<file path="src/lfu_pkg.sv">
`default_nettype none

package lfu_pkg;

	// stamp width is fixed by the time_now field
	localparam int STAMP_BITS = 32;

	// default geometry
	localparam int WAYS_DEF       = 8;
	localparam int SETS_DEF       = 64;
	localparam int COUNT_BITS_DEF = 16;

	// field widths of one input transaction
	localparam int ACTION_BITS = 2;
	localparam int SET_BITS    = 6;
	localparam int WAY_BITS    = 3;

	typedef enum logic [ACTION_BITS-1:0] {
		ACT_INVALIDATE = 2'd0,
		ACT_TOUCH      = 2'd1,
		ACT_INSTALL    = 2'd2,
		ACT_VICTIM     = 2'd3
	} action_t;

endpackage

`default_nettype wire

</file>
<file path="src/lfu_pick.sv">
`default_nettype none

module lfu_pick #(
	parameter int WAYS       = lfu_pkg::WAYS_DEF,
	parameter int COUNT_BITS = lfu_pkg::COUNT_BITS_DEF,
	parameter int LEVELS     = $clog2(WAYS),
	parameter int WAY_AW     = (WAYS > 1) ? $clog2(WAYS) : 1
) (
	input  wire logic                                               clk,
	input  wire logic                                               arst_n,
	input  wire logic                                               start,
	input  wire logic [WAYS*(COUNT_BITS+lfu_pkg::STAMP_BITS)-1:0] row,
	output logic                                                    busy,
	output logic      [WAY_AW-1:0]                                  best_way
);

	import lfu_pkg::*;

	localparam int EW    = COUNT_BITS + STAMP_BITS;
	localparam int NPOW  = 1 << LEVELS;
	localparam int LVL_W = (LEVELS > 1) ? $clog2(LEVELS) : 1;

	typedef struct packed {
		logic                  valid;
		logic [COUNT_BITS-1:0] cnt;
		logic [STAMP_BITS-1:0] stamp;
		logic [WAY_AW-1:0]     idx;
	} cand_t;

	cand_t            cand_q [NPOW];
	logic [LVL_W-1:0] lvl_q;
	logic             busy_q;
	logic [NPOW*EW-1:0] row_ext;

	// left entry keeps ties, so the lower way wins among equals
	function automatic cand_t better(input cand_t a, input cand_t b);
		logic b_wins;
		b_wins = b.valid && (!a.valid || (b.cnt < a.cnt) ||
			((b.cnt == a.cnt) && (b.stamp < a.stamp)));
		return b_wins ? b : a;
	endfunction

	assign row_ext = (NPOW*EW)'(row);

	// one tree level per cycle
	always_ff @(posedge clk) begin
		if (start) begin
			for (int i = 0; i < NPOW; i++) begin
				cand_q[i].valid <= (i < WAYS);
				cand_q[i].cnt   <= row_ext[i*EW +: COUNT_BITS];
				cand_q[i].stamp <= row_ext[i*EW+COUNT_BITS +: STAMP_BITS];
				cand_q[i].idx   <= WAY_AW'(i);
			end
		end else if (busy_q) begin
			for (int i = 0; i < NPOW/2; i++) begin
				cand_q[i] <= better(cand_q[2*i], cand_q[2*i+1]);
			end
		end
	end

	always_ff @(posedge clk or negedge arst_n) begin
		if (!arst_n) begin
			busy_q <= 1'b0;
			lvl_q  <= '0;
		end else if (start) begin
			busy_q <= 1'b1;
			lvl_q  <= '0;
		end else if (busy_q) begin
			lvl_q <= lvl_q + 1'b1;
			if (lvl_q == LVL_W'(LEVELS-1)) begin
				busy_q <= 1'b0;
			end
		end
	end

	assign busy     = busy_q;
	assign best_way = cand_q[0].idx;

endmodule

`default_nettype wire

</file>
<file path="config.mk">
export PLATFORM = sky130hd
export DESIGN_NAME = lfu_pick
export DESIGN_NICKNAME = d
export VERILOG_FILES = /design/src/lfu_pkg.sv /design/src/lfu_pick.sv
export SDC_FILE = /design/constraint.sdc
export NUM_CORES = 1
export LEC_CHECK = 0
export BUFFER_PORTS_ARGS = -buffer_cell sky130_fd_sc_hd__buf_2
export CORE_MARGIN = 4
export CORE_UTILIZATION = 40
export CTS_CLUSTER_DIAMETER = 60
export DETAILED_ROUTE_END_ITERATION = 10
export PLACE_DENSITY = 0.65
export SLEW_MARGIN = 20
export SYNTH_ARGS = -nofsm -noshare
export SYNTH_HDL_FRONTEND = slang
export SYNTH_SLANG_ARGS = --single-unit
</file>
<file path="constraint.sdc">
create_clock -name clk -period 4.35 [get_ports clk]
set_input_delay 0.2175 -clock clk [delete_from_list [all_inputs] [get_ports clk]]
set_output_delay 0.2175 -clock clk [all_outputs]
set_load 0.005 [all_outputs]
</file>
# Word-level counts from Yosys, hierarchy flattened
# Memory sizes are Yosys's and may differ from the RTL's.
# Cells that the tools add are included.
# totals
ramBits	416
inputBits	387
elab_cells	60
reg_bits	3
memories	1
output_inout_bits	4
# op_classes
bitwise	4
mux	18
n_lt_le_gt_ge	8
reduce_logical	21
addsub	1
n_eq_ne	5
# mem_list
name	depth	width	read_ports	rd_clocked_by_memory_dff	wr	line_no	text
cand_q	8	52	8	0	8	lfu_pick.sv:30	cand_t cand_q [NPOW];
# ops
cell	count
$mux 52	8
$lt 32x32->1	4
$eq 16x16->1	4
$lt 16x16->1	4
$logic_and 1x1->1	8
$logic_or 1x1->1	8
$mux 1	8
$logic_not 1->1	4
$mux 2	2
$or 1x1->1	4
$add 2x1->2 const B	1
$eq 2x2->1 const B	1
$reduce_bool 2->1	1

# Logic depth before layout (Yosys ltp)
# depth
ltp_word	6
ltp_mapped	12
depth_no_buf	9

# Least setup slack after synthesis
# Ideal clock, no wire load.
# synth_timing
kind	register to register
start	mem cand_q[0][76] (netlist name)
end	mem cand_q[0][0] (netlist name), enable pin
arrival_time_ps	2670
period_less_slack_ps	3081
setup_time_ps	411
path_stages_with_launch	9
path_slack_ps	1269
path_cell_list	edfxtp_1 > ha_1 > a21o_1 > a21o_1 > a21oi_1 > o21ai_0 > a211oi_1 > o221ai_1 > nand2_1
# synth_rtl
item	line_no
start, declared	lfu_pick.sv:30

==> reports/metrics.yaml <==
run_status:
  status: "completed"
yosys:
  synthXorXnorAreaFrac_pct: 0.0403
  synth_mux_area_share_pct: 0.0460
  ys_ff_latch: 401
  ys_types: 69
  synth-warning-count: 0
  synth_top_family_by_area: "compound AO/OA/AOI/OAI gates"
  synthSimpleGateAreaFrac_pct: 12.3
  synth_seq_area_share_pct: 55.3
  synth-async-reset-ratio_pct: 0.748
  synthAdderAreaFrac_pct: 10.9
  syn_area_sq_mm: 0.0217
  synth-compound-area-share_pct: 14.7
  synth_flop_cell: "edfxtp_1"
  synthesis.instances: 2032
  synth-edff-count: 397
  synth.avg_cell_area_sq_um: 10.7
sta:
  clock_skew_ps: 14.5
  tns_ps: 0
  hold_violations: 0
  max_freq_ghz: 0.271
  worst_pin_slew_ps: 1020
  finalMaxSlewViolations: 0
  finalSetupViolations: 0
  min_period_ps: 3690
  period_share_pct: 84.8
  rsz0062_at_grt: "no"
  slew-limit-headroom_pct: 32.1
worst_setup_path:
  cp-start-kind: "flop"
  worstPathArrival_ps: 4060
  r2r_cells: 10
  crit_start: "cand_q[0][120]"
  r2r_slack_ps: 660
  critPathMaxFanout: 24
  r2r_end: "cand_q[0][84]"
  crit_required_ps: 4720
  endpoint_kind: "flop"
  r2r-start: "cand_q[0][120]"
  crit_type: "reg -> reg"
  crit_end: "cand_q[0][84]"
die:
  row_count: 85
  io_pins: 391
  fp.coreArea_sq_mm: 0.0538
  die_y_microns: 241
  initial_utilization_pct: 40.4
  die_w_microns: 241
  dieArea_sq_mm: 0.0582
clocking:
  path_clk_slew_ps: 60
  postCtsSetupRepairBufs: 0
  numCtsBuffers: 49
  cts_resized: 0
  cts.path.max_buffers: 3
  clock_latency_ps: 590
  hold_buffers: 293
  cts_sinks: 401
  htree_num_levels: 2
  cts_tree: "built"
  root_buffer: "clkbuf_16"
job:
  cap_violations: 0
worst_hold_path:
  hold_class: "in -> reg"
  worstHoldStart: "row[87]"
power_and_ir_drop:
  p_int_mw: 9.66
  ir_worst_vdd_mv: 0.330
  power.share.clock_pct: 29.3
  combinationalPowerShare_pct: 28.1
  p_per_area_mw_per_mm2: 497
  switching_share_pct: 33.0
  p_sw_mw: 4.76
  power_mw: 14.4
  power.share.sequential_pct: 42.6
  p_leak_nw: 12.6
drt:
  first_pass_iters: 6
  antenna_left: 0
  route.detailed.drc: 0
  drt_wl_total_mm: 72.2
  via_count: 18600
  viasPerCell: 5.44
  wl_per_cell_microns: 21.1
  drt_iter0_drc: 1710
global_route:
  grt_pass1_wl_mm: 107
  grt_start_max_net_pins: 150
  antenna_found_initial: 11
  grt-ovfl-total: 0
  grt_pass1_vias: 18800
  gr-usage-all-layers_pct: 24.0
layout:
  mostFrequentLayoutCells: "397 x edfxtp_1, 389 x buf_2, 293 x dlygate4sd3_1, 243 x inv_1, 216 x nand2_1"
  fillers: 4581
  multi_input_area_sq_mm: 0.00832
  seq_area_sq_mm: 0.0120
  drive_above_1_share_pct: 19.0
  area_growth_syn_to_layout_pct: 33.3
  final_common_cell: "edfxtp_1"
  fin_nets: 3251
placement:
  io_buffers: 390
  dp_hpwl_mm: 50.8
  place_congestion: 0.912
## cells in the mapped netlist (5+ instances only)
cell | count | area (sq um)
a21o_1 | 27 | 203
buf_4 | 6 | 45.0
buf_2 | 16 | 80.1
a211oi_1 | 6 | 45.0
a21oi_1 | 103 | 515
edfxtp_1 | 397 | 11900
nand2b_1 | 9 | 56.3
o21ai_1 | 31 | 155
o31ai_1 | 48 | 360
ha_1 | 189 | 2360
nor2_1 | 168 | 631
inv_1 | 243 | 912
nand2_1 | 217 | 815
nor3_1 | 5 | 25.0
o211ai_1 | 10 | 75.1
or3_2 | 5 | 37.5
nor4_1 | 8 | 50.1
a221oi_1 | 50 | 438
or3_1 | 45 | 282
a31oi_1 | 98 | 613
o21a_1 | 5 | 37.5
nand3_1 | 58 | 290
clkbuf_1 | 84 | 315
nor2b_1 | 10 | 62.6
o21ai_0 | 96 | 480
nand4_1 | 35 | 219
## power groups by stage
| stage | clock, mW | sequential (mW) | combinational [mW] |
|---|---|---|---|
| 2_1_floorplan | 0 | 5.78 | 2.63 |
| 3_3_place_gp | 0 | 6.19 | 3.65 |
| 3_5_place_dp | 0 | 6.21 | 3.80 |
| 4_1_cts | 4.31 | 6.14 | 4.03 |
| 5_1_grt | 4.46 | 6.21 | 4.56 |
| 6_report | 4.23 | 6.13 | 4.05 |
## routing by layer
layer	track usage (%)	wire length [microns]
met2	41.2	35600
met5	0	13
met3	3.89	4460
met1	30.0	28900
met4	10.7	3190
## cell type report
| cell class | instances | area share, % |
|---|---|---|
| multi-input cells | 1273 | 28.7 |
| inverters | 244 | 3.19 |
| well taps | 696 | 3.00 |
| clock buffers | 60 | 4.52 |
| clock inverters | 31 | 1.18 |
| diodes | 14 | 0.121 |
| repair buffers | 706 | 17.8 |
| flip-flops and latches | 401 | 41.5 |
## worst min path at each step
stage | to | slack [ps] | cells past startpoint
after floorplan | busy | -80 | 0
final | cand_q[0][78] | 20 | 3
after detailed placement | busy | 30 | 1
after CTS | cand_q[0][121] | 0.2 | 3
after global placement | busy | 20 | 1
after global routing | cand_q[0][124] | 8 | 3
## worst max-delay path, stage by stage (launching register included)
cell	delay [ps]
edfxtp_1	470
inv_1	70
ha_1	310
a211oi_1	210
nor2_1	100
a2111oi_2	470
o31ai_1	200
nor3_4	820
buf_4	370
o21ai_0	120
a31oi_1	330
## per-stage QoR
step | std cells | hold slack [ps] | instance area [sq um] | utilization, % | setup slack (ps)
6_report | 3425 | 22.6 | 29000 | 53.9 | 661
5_1_grt | 3421 | 7.98 | 29000 | 53.8 | 467
4_1_cts | 3411 | 0.164 | 28900 | 53.8 | 709
3_5_place_dp | 3027 | 25.2 | 24400 | 45.3 | 725
3_3_place_gp | 3027 | 21.8 | 24400 | 45.3 | 737
2_1_floorplan | 2033 | -78.1 | 21800 | - | 1270
## sequential cells by signal (all words and copies together) (netlist names)
| name | count |
|---|---|
| busy | 1 |
| cand_q | 398 |
| lvl_q | 2 |
## cells by family (layout without fill, tap and decap cells)
| group | count (synthesis) | count (layout) |
|---|---|---|
| fa+ha+maj | 189 | 189 |
| flops | 401 | 401 |
| simple gates | 583 | 583 |
| mux | 1 | 1 |
| xor+xnor | 1 | 1 |
| other cells | 1 | 16 |
| buf+inv | 359 | 1041 |
| compound gates | 497 | 497 |
No activity file was read; power rests on OpenSTA's default activity.
